===== src/hw/rtl/pifht_pkg.sv =====
package pifht_pkg;

  localparam int unsigned COORD_WIDTH = 16;
  localparam int unsigned MAX_FIGURES = 16;
  localparam int unsigned NUM_W       = 7;
  localparam int unsigned QUEUE_DEPTH = 4;

  typedef enum logic [1:0] {
    FUNC_CIRCLE = 2'd0,
    FUNC_RECT   = 2'd1,
    FUNC_QUERY  = 2'd2,
    FUNC_NONE   = 2'd3
  } func_e;

  typedef enum logic {
    KIND_CIRCLE = 1'b0,
    KIND_RECT   = 1'b1
  } kind_e;

  typedef enum logic {
    OP_LOAD  = 1'b0,
    OP_QUERY = 1'b1
  } cmd_op_e;

  typedef struct packed {
    func_e                   func;
    logic signed [COORD_WIDTH-1:0] coord_a;
    logic signed [COORD_WIDTH-1:0] coord_b;
    logic signed [COORD_WIDTH-1:0] coord_c;
    logic signed [COORD_WIDTH-1:0] coord_d;
  } in_item_t;

  typedef struct packed {
    logic             hit;
    logic [NUM_W-1:0] figure_number;
    logic             last;
  } out_item_t;

  // One table entry; rectangles hold a,b as the low corner and c,d as the high one.
  typedef struct packed {
    kind_e                         kind;
    logic signed [COORD_WIDTH-1:0] a;
    logic signed [COORD_WIDTH-1:0] b;
    logic signed [COORD_WIDTH-1:0] c;
    logic signed [COORD_WIDTH-1:0] d;
  } fig_t;

  // Query point travels in fig.a / fig.b.
  typedef struct packed {
    cmd_op_e op;
    fig_t    fig;
  } cmd_t;

endpackage


===== src/hw/rtl/pifht_back.sv =====
module pifht_back #(
  parameter int unsigned MAX_FIGURES = pifht_pkg::MAX_FIGURES
) (
  input  logic                 clk_i,
  input  logic                 rst_ni,
  input  logic                 cmd_valid_i,
  input  pifht_pkg::cmd_t      cmd_i,
  output logic                 cmd_pop_o,
  output logic                 out_valid_o,
  output pifht_pkg::out_item_t out_item_o,
  input  logic                 out_stall_i
);

  localparam int unsigned CW    = pifht_pkg::COORD_WIDTH;
  localparam int unsigned NW    = pifht_pkg::NUM_W;
  localparam int unsigned IdxW  = (MAX_FIGURES > 1) ? $clog2(MAX_FIGURES) : 1;
  localparam int unsigned CntW  = $clog2(MAX_FIGURES + 1);
  localparam int unsigned SqW   = 2 * (CW + 1);
  localparam int unsigned SumW  = SqW + 1;

  function automatic logic [CW:0] mag(input logic signed [CW:0] v);
    logic signed [CW:0] n;
    n = -v;
    return v[CW] ? $unsigned(n) : $unsigned(v);
  endfunction

  pifht_pkg::fig_t mem_q [MAX_FIGURES];
  pifht_pkg::fig_t rd_q;

  logic adv;
  logic out_valid_q, out_valid_d;
  assign adv = !out_valid_q || !out_stall_i;

  // issue / walk control
  logic            walk_q, walk_d;
  logic [CntW-1:0] idx_q, idx_d;
  logic [CntW-1:0] cnt_q, cnt_d;
  logic            load_we;
  logic            iss_v, iss_fig;
  logic [CntW-1:0] iss_idx;
  logic signed [CW-1:0] px_q, py_q, iss_px, iss_py;

  always_comb begin
    iss_v     = 1'b0;
    iss_fig   = 1'b0;
    iss_idx   = idx_q;
    iss_px    = px_q;
    iss_py    = py_q;
    cmd_pop_o = 1'b0;
    load_we   = 1'b0;
    walk_d    = walk_q;
    idx_d     = idx_q;
    cnt_d     = cnt_q;
    if (adv) begin
      if (walk_q) begin
        iss_v = 1'b1;
        if (idx_q == cnt_q) begin
          walk_d = 1'b0;               // trailing end-of-query beat
        end else begin
          iss_fig = 1'b1;
          idx_d   = idx_q + 1'b1;
        end
      end else if (cmd_valid_i) begin
        cmd_pop_o = 1'b1;
        unique case (cmd_i.op)
          pifht_pkg::OP_LOAD: begin
            if (cnt_q != CntW'(MAX_FIGURES)) begin
              load_we = 1'b1;
              cnt_d   = cnt_q + 1'b1;
            end
          end
          pifht_pkg::OP_QUERY: begin
            iss_v  = 1'b1;
            iss_px = cmd_i.fig.a;
            iss_py = cmd_i.fig.b;
            if (cnt_q != '0) begin
              iss_fig = 1'b1;
              iss_idx = '0;
              idx_d   = CntW'(1);
              walk_d  = 1'b1;
            end
          end
        endcase
      end
    end
  end

  // stage 1: table read
  logic            s1_v, s1_fig;
  logic [CntW-1:0] s1_idx;
  logic signed [CW-1:0] s1_px, s1_py;

  // stage 2: distances and rectangle test
  logic            s2_v, s2_fig, s2_rect_in;
  logic [CntW-1:0] s2_idx;
  pifht_pkg::kind_e s2_kind;
  logic [CW:0]     s2_dx, s2_dy, s2_r;
  logic [CW:0]     dx_d, dy_d, r_d;
  logic            rect_in_d;

  assign dx_d = mag($signed({s1_px[CW-1], s1_px}) - $signed({rd_q.a[CW-1], rd_q.a}));
  assign dy_d = mag($signed({s1_py[CW-1], s1_py}) - $signed({rd_q.b[CW-1], rd_q.b}));
  assign r_d  = mag($signed({rd_q.c[CW-1], rd_q.c}));
  assign rect_in_d = (s1_px > rd_q.a) && (s1_px < rd_q.c) &&
                     (s1_py > rd_q.b) && (s1_py < rd_q.d);

  // stage 3: squares
  logic            s3_v, s3_fig, s3_rect_in, s3_early;
  logic [CntW-1:0] s3_idx;
  pifht_pkg::kind_e s3_kind;
  logic [SqW-1:0]  s3_sqx, s3_sqy, s3_sqr;
  logic [SqW-1:0]  sqx_d, sqy_d, sqr_d;

  assign sqx_d = s2_dx * s2_dx;
  assign sqy_d = s2_dy * s2_dy;
  assign sqr_d = s2_r * s2_r;

  // result stage: one hit is held back until the next hit or the end beat
  logic            hit3;
  logic [NW-1:0]   num3;
  logic            pend_v_q, pend_v_d;
  logic [NW-1:0]   pend_num_q, pend_num_d;
  pifht_pkg::out_item_t out_q, out_d;

  assign num3 = NW'(s3_idx) + NW'(1);

  always_comb begin
    priority if (!s3_fig) begin
      hit3 = 1'b0;
    end else if (s3_kind == pifht_pkg::KIND_RECT) begin
      hit3 = s3_rect_in;
    end else begin
      hit3 = !s3_early && ((SumW'(s3_sqx) + SumW'(s3_sqy)) < SumW'(s3_sqr));
    end
  end

  always_comb begin
    out_valid_d = out_valid_q && out_stall_i;
    out_d       = out_q;
    pend_v_d    = pend_v_q;
    pend_num_d  = pend_num_q;
    if (adv && s3_v) begin
      if (s3_fig) begin
        if (hit3) begin
          if (pend_v_q) begin
            out_valid_d       = 1'b1;
            out_d.hit           = 1'b1;
            out_d.figure_number = pend_num_q;
            out_d.last          = 1'b0;
          end
          pend_v_d   = 1'b1;
          pend_num_d = num3;
        end
      end else begin
        out_valid_d         = 1'b1;
        out_d.hit           = pend_v_q;
        out_d.figure_number = pend_v_q ? pend_num_q : '0;
        out_d.last          = 1'b1;
        pend_v_d            = 1'b0;
      end
    end
  end

  always_ff @(posedge clk_i or negedge rst_ni) begin
    if (!rst_ni) begin
      walk_q      <= 1'b0;
      idx_q       <= '0;
      cnt_q       <= '0;
      s1_v        <= 1'b0;
      s2_v        <= 1'b0;
      s3_v        <= 1'b0;
      pend_v_q    <= 1'b0;
      out_valid_q <= 1'b0;
    end else begin
      walk_q      <= walk_d;
      idx_q       <= idx_d;
      cnt_q       <= cnt_d;
      pend_v_q    <= pend_v_d;
      out_valid_q <= out_valid_d;
      if (adv) begin
        s1_v <= iss_v;
        s2_v <= s1_v;
        s3_v <= s2_v;
      end
    end
  end

  always_ff @(posedge clk_i) begin
    if (load_we) begin
      mem_q[cnt_q[IdxW-1:0]] <= cmd_i.fig;
    end
    pend_num_q <= pend_num_d;
    out_q      <= out_d;
    if (adv) begin
      rd_q       <= mem_q[iss_idx[IdxW-1:0]];
      px_q       <= iss_px;
      py_q       <= iss_py;
      s1_fig     <= iss_fig;
      s1_idx     <= iss_idx;
      s1_px      <= iss_px;
      s1_py      <= iss_py;
      s2_fig     <= s1_fig;
      s2_idx     <= s1_idx;
      s2_kind    <= rd_q.kind;
      s2_rect_in <= rect_in_d;
      s2_dx      <= dx_d;
      s2_dy      <= dy_d;
      s2_r       <= r_d;
      s3_fig     <= s2_fig;
      s3_idx     <= s2_idx;
      s3_kind    <= s2_kind;
      s3_rect_in <= s2_rect_in;
      s3_early   <= (s2_dx >= s2_r) || (s2_dy >= s2_r);
      s3_sqx     <= sqx_d;
      s3_sqy     <= sqy_d;
      s3_sqr     <= sqr_d;
    end
  end

  assign out_valid_o = out_valid_q;
  assign out_item_o  = out_q;

endmodule


===== config.mk =====
export PLATFORM = sky130hd
export DESIGN_NAME = pifht_back
export DESIGN_NICKNAME = d
export VERILOG_FILES = /design/src/hw/rtl/pifht_pkg.sv /design/src/hw/rtl/pifht_back.sv
export SDC_FILE = /design/constraint.sdc
export NUM_CORES = 2
export LEC_CHECK = 0
export BUFFER_PORTS_ARGS = -buffer_cell sky130_fd_sc_hd__buf_2
export CORE_MARGIN = 10
export CORE_UTILIZATION = 58
export CTS_CLUSTER_DIAMETER = 60
export DETAILED_ROUTE_END_ITERATION = 8
export HOLD_SLACK_MARGIN = 0.12
export PLACE_DENSITY = 0.76
export RECOVER_POWER = 50
export REMOVE_ABC_BUFFERS = 1
export SLEW_MARGIN = 0
export SYNTH_ARGS = -nofsm -noshare
export SYNTH_HDL_FRONTEND = slang
export SYNTH_SLANG_ARGS = --single-unit

===== constraint.sdc =====
create_clock -name clk_i -period 7.5 [get_ports clk_i]
set_clock_uncertainty 0.05 [all_clocks]
set_input_delay 0.375 -clock clk_i [delete_from_list [all_inputs] [get_ports clk_i]]
set_output_delay 0.375 -clock clk_i [all_outputs]
set_load 0.01 [all_outputs]

---- Word level (Yosys, flattened, before mapping) ----
Memories as Yosys holds them, arrays and structs flattened. A register that Yosys moved wholly into a read port is not among the register bits.
Cells that the tools add are included.
word-level totals
  bits in registers ....................... 240
  RAM bits ................................ 1,040
  output and inout port bits .............. 11
  logic and storage cells ................. 131
  memories ................................ 1
operators by class
  add/sub/neg operators ................... 9
  multiply operators ...................... 3
  magnitude comparators ................... 7
  equal/unequal tests ..................... 5
  multiplexer cells ....................... 49
  bitwise operators ....................... 2
  reduce and logical (&&, ||, !) cells .... 21
memory list
  memory  depth  width  rd ports  clocked after Yosys merged registers in  write ports  RTL line          RTL
  mem_q   16     65     1         1                                        1            pifht_back.sv:27  pifht_pkg::fig_t mem_q [MAX_FIGURES];
operators with widths
  cell                   count
  $mux W16               8
  $mul A17 B17 Y34       3
  $mux W5                10
  $add A34 B34 Y35       1
  $lt A35 B34 Y1         1
  $ge A17 B17 Y1         2
  $neg A17 Y17           2
  $sub A16 B16 Y17       2
  $gt A16 B16 Y1         2
  $lt A16 B16 Y1         2
  $mux W9                3
  $mux W1                26
  $neg A16 Y17           1
  $mux W15               1
  $add A5 B1 Y5 const B  2
  $reduce_and A5 Y1      2
  $mux W7                1
  $add A5 B1 Y6 const B  1
  $logic_and A1 B1 Y1    6
  $reduce_and A3 Y1      2
  $reduce_bool A2 Y1     3
  $eq A5 B5 Y1           1
  $ne A5 B5 Y1 const B   1
  $reduce_bool A5 Y1     1
  7 further kinds        12

---- Depth between registers and ports, before layout ----
  depth after elaboration ................. 8
  mapped depth ............................ 25

---- Worst setup path after synthesis ----
Ideal clock, no wire load.
  kind .................................... register to register
  start ................................... register cnt_q[0]
  end ..................................... memory mem_q[0][0] (netlist bit) (enable)
  setup time .............................. 0.655 ns
  data arrival time ....................... 6.931 ns
  slack ................................... -0.137 ns
  cell stages (with the launch flop) ...... 5
  path buffers ............................ 0
  cell sequence ........................... dfrtp_1 > inv_1 > ha_1 > nand2_1 > nor4_1
between the ends
  word-level cells in the longest chain between the ends .. 8
ends and longest elaborated chain
  item                           RTL line           RTL
  from (decl)                    pifht_back.sv:37   logic [CntW-1:0] cnt_q, cnt_d;
  from (signal assigned)         pifht_back.sv:177  cnt_q <= cnt_d;
  $ne A5 B5 Y1                   pifht_back.sv:67   if (cnt_q != CntW'(MAX_FIGURES)) begin
  $mux W1                        pifht_back.sv:67
  $mux W1                        pifht_back.sv:65   unique case (cmd_i.op)
  $mux W1                        pifht_back.sv:63   end else if (cmd_valid_i) begin
  $mux W1                        pifht_back.sv:55   if (walk_q) begin
  $mux W1                        pifht_back.sv:54   if (adv) begin
  $mux W1                        pifht_back.sv:189  if (load_we) begin
  $mux W1 (not written as such)  pifht_back.sv:190  mem_q[cnt_q[IdxW-1:0]] <= cmd_i.fig;
  to (decl)                      pifht_back.sv:27
Several ways; a longest one is shown, not always the timed one.

---- Worst setup path after layout ----
  start ................................... register s2_dx[9]
  end ..................................... register s3_sqx[31] (data pin)
between the ends
  word-level cells in the longest chain between the ends .. 1
ends and longest elaborated chain
  item                    RTL line           RTL
  from (decl)             pifht_back.sv:97   logic [CW:0] s2_dx, s2_dy, s2_r;
  from (signal assigned)  pifht_back.sv:206  s2_dx <= dx_d;
  $mul A17 B17 Y34        pifht_back.sv:114  assign sqx_d = s2_dx * s2_dx;
  net sqx_d[31]           pifht_back.sv:112  logic [SqW-1:0] sqx_d, sqy_d, sqr_d;
  to (signal assigned)    pifht_back.sv:214  s3_sqx <= sqx_d;
  to (decl)               pifht_back.sv:111  logic [SqW-1:0] s3_sqx, s3_sqy, s3_sqr;
The timed path passes the listed nets, and every way through them passes these cells.
A chain may end at the register's enable or synchronous reset.

==> flow_metrics.env <==
export IMPL_r2r_end="s3_sqx[31]"
export IMPL_avgSynthCellArea_um2=12.5
export IMPL_start_util=0.583
export IMPL_io_buffers=79
export IMPL_synth_distinct_cells=90
export IMPL_die_w_um=394
export IMPL_fp_dieH_um=394
export IMPL_ys_warn_count=0
export IMPL_wl_per_cell_um=22.7
export IMPL_crit_family="adder cells"
export IMPL_crit_type="register to register"
export IMPL_layout_setup_ws_ps=529
export IMPL_status="finished with violations"
export IMPL_ys_ff_latch=1340
export IMPL_r2r_slack_ps=530
export IMPL_path_clk_slew_ps=60
export IMPL_tightest_slew_ps=3070
export IMPL_worstPathMaxFanout=16
export IMPL_avgViaCountPerCell=5.98
export IMPL_drive_above_1_share=0.0644
export IMPL_layout_common_cells="edfxtp_1 (1324), inv_1 (985), fa_1 (573)"
export IMPL_r2r_cells=22
export IMPL_gp_congestion=0.926
export IMPL_placed_area_um2=83900
export IMPL_maxSlewViolCount=255
export IMPL_cap_violations=5
export IMPL_cp_endpoint="s3_sqx[31]"
export IMPL_setup_viol=0
export IMPL_crit_slowest_cell="edfxtp_1"
export IMPL_seq_area_frac_synth=0.495
export IMPL_finalCritPeriodShare=0.929
export IMPL_ant_nets=0
export IMPL_fillers=10300
export IMPL_cts_tree="yes"
export IMPL_timing_critical_path_buf_inv=5
export IMPL_grt_pass1_vias=53300
export IMPL_clockBufferDepth=3
export IMPL_final_cell_area_um2=88900
export IMPL_max_freq_ghz=0.143
export IMPL_crit_path_end_kind="register"
export IMPL_rsz0062_at_grt="no"
export IMPL_cp_start_kind="register"
export IMPL_crit_cells=22
export IMPL_max_slew_margin=-1.05
export IMPL_syn_area_um2=81200
export IMPL_synth_edf_count=1324
export IMPL_finalHoldViolCount=0
export IMPL_io_pins=81
export IMPL_grt_pass1_wl_um=304000
export IMPL_crit_top_cell="fa_1"
export IMPL_clock_latency_ps=790
export IMPL_drt_initial_drc_count=4465
export IMPL_critPathLaunch="s2_dx[9]"
export IMPL_h_tree_depth=4
export IMPL_final_nets=7742
export IMPL_violations="max-capacitance violations, max-slew violations"
export IMPL_grt_max_degree=152
export IMPL_dr_pass1_iters=6
export IMPL_routed_wl_um=195000
export IMPL_cpPeakStageDelay_ps=950
export IMPL_rows=137
export IMPL_r2r_start="s2_dx[9]"
export IMPL_area_delta_synth_final_pct=9.53
export IMPL_critPathRequiredTime_ps=7960
export IMPL_path_cells="inv_1 -> nor2_1 -> inv_1 -> fa_1 -> inv_1 -> fa_1 -> fa_1 -> fa_1 -> fa_1 -> inv_1 -> fa_1 -> inv_1 -> ha_1 -> a21oi_1 -> o211ai_1 -> a21o_1 -> a221oi_1 -> a31o_2 -> o21ai_0 -> a21o_1 -> a21oi_1 -> xnor2_1"
export IMPL_grt_use_total=0.249
export IMPL_dp_slack_ps=433
export IMPL_ys_flop_type="edfxtp_1"
export IMPL_cts_buffers=139
export IMPL_grt_overflow=0
export IMPL_route_detailed_drc=0
export IMPL_min_from="s2_kind"
export IMPL_async_reset_ff_frac=0.0119
export IMPL_cp_arrival_ps=7430
export IMPL_core_area_um2=139000
export IMPL_hpwlAfterDp_um=125000
export IMPL_period_minus_slack_ps=6970
export IMPL_hold_path_class="register to register"
export IMPL_layout_cells_most_common="edfxtp_1"
export IMPL_cts_sinks=1340
export IMPL_synthesis_instances=6476
export IMPL_antenna_found_initial=9
export IMPL_num_vias=51300
export IMPL_dieArea_um2=155000
export IMPL_cts_root_buffer="clkbuf_16"
cell families after synthesis:
family,Yosys count,share of synthesized area
AO/OA/AOI/OAI,1100,0.0895
XOR/XNOR,224,0.0243
adder cells (fa/ha/maj),1076,0.219
buffers and inverters,1267,0.0591
flip-flops,1340,0.495
multiplexers,396,0.0499
other,1,0.0000462
AND/OR/NAND/NOR,1072,0.0634
cell type report:
class                   instances  area, um2  area share
diodes                          3       7.51   0.0000845
clock buffers                 162       3560      0.0401
clock inverters                80        880     0.00990
inverters                     995       3740      0.0421
multi-input cells            3870      36300       0.409
flip-flops and latches       1340      40200       0.452
well taps                    1876       2350      0.0264
repair buffers                250       1850      0.0208
registers in the layout, summed over array words and instances (netlist names), 5 cells and up:
| register | flops |
|---|---|
| out_item_o | 8 |
| s2_dy | 17 |
| pend_num_q | 6 |
| s3_idx | 5 |
| rd_q | 65 |
| s2_dx | 17 |
| s3_sqr | 33 |
| s2_r | 17 |
| mem_q | 1040 |
| s1_py | 16 |
| s3_sqx | 33 |
| cnt_q | 5 |
| s1_idx | 5 |
| s3_sqy | 33 |
| s1_px | 16 |
| s2_idx | 5 |
| idx_q | 5 |
worst min path at each step:
stage	to	cells after the start
global placement	out_valid_o	1
finish	s3_kind	0
global route	s3_kind	0
floorplan	cnt_q[0]	0
detailed placement	out_valid_o	1
CTS	s3_kind	0
layer usage:
layer	part of all wire	vias up	global-route usage	wire length, um
li1	-	23000	-	-
met1	0.39	25500	0.322	76200
met2	0.49	2253	0.416	94500
met3	0.082	472	0.0434	16000
met4	0.040	10	0.101	7880
met5	0.00028	-	0	55
worst register-to-register path, stage by stage (launching register included):
cell and delay (ps):
edfxtp_1 950, inv_1 220, nor2_1 240, inv_1 80
fa_1 480, inv_1 50, fa_1 490, fa_1 460
fa_1 420, fa_1 510, inv_1 50, fa_1 530
inv_1 60, ha_1 340, a21oi_1 210, o211ai_1 140
a21o_1 200, a221oi_1 320, a31o_2 250, o21ai_0 190
a21o_1 220, a21oi_1 170, xnor2_1 80
timing repair:
| item | CTS | global route |
|---|---|---|
| setup buffers | 0 | 0 |
| hold buffers | 71 | 0 |
| resized for setup | 0 | 1 |
| endpoints found under the hold margin | 1094 | 0 |
| endpoints found under the setup margin | 0 | 1 |
metrics by stage:
step | hold slack, ps | TNS, ps | std cells | util
finish | 353 | 0 | 8576 | 0.639
global route | 357 | 0 | 8575 | 0.639
CTS | 345 | 0 | 8573 | 0.640
detailed placement | 258 | 0 | 8260 | 0.602
global placement | 261 | 0 | 8260 | 0.602
floorplan | 29.4 | -1253960 | 6205 | -
Yosys cell counts (16+ instances only):
master | count | area (um2)
o21a_1 | 27 | 203
o21ai_0 | 208 | 1040
and2_1 | 117 | 732
dfrtp_1 | 16 | 400
a221oi_1 | 69 | 604
nand2b_1 | 21 | 131
buf_2 | 17 | 85.1
inv_1 | 985 | 3700
xnor2_1 | 165 | 1450
a31oi_1 | 19 | 119
nand3_1 | 97 | 485
a21oi_1 | 352 | 1760
nor3_1 | 37 | 185
nand4_1 | 36 | 225
a211oi_1 | 21 | 158
mux2_2 | 70 | 788
edfxtp_1 | 1324 | 39800
o21ai_1 | 17 | 85.1
ha_1 | 503 | 6290
o221ai_1 | 198 | 1730
and3_1 | 86 | 538
fa_1 | 573 | 11500
mux2i_1 | 326 | 3260
a21o_1 | 79 | 593
o21bai_1 | 22 | 165
clkbuf_1 | 239 | 897
nor2_1 | 189 | 709
nor2b_1 | 36 | 225
nand2_1 | 391 | 1470
xor2_1 | 58 | 508
Power is left out: the tool's default activity adds up to more than one toggle a clock period on the data nets, which glitch-free logic cannot reach.
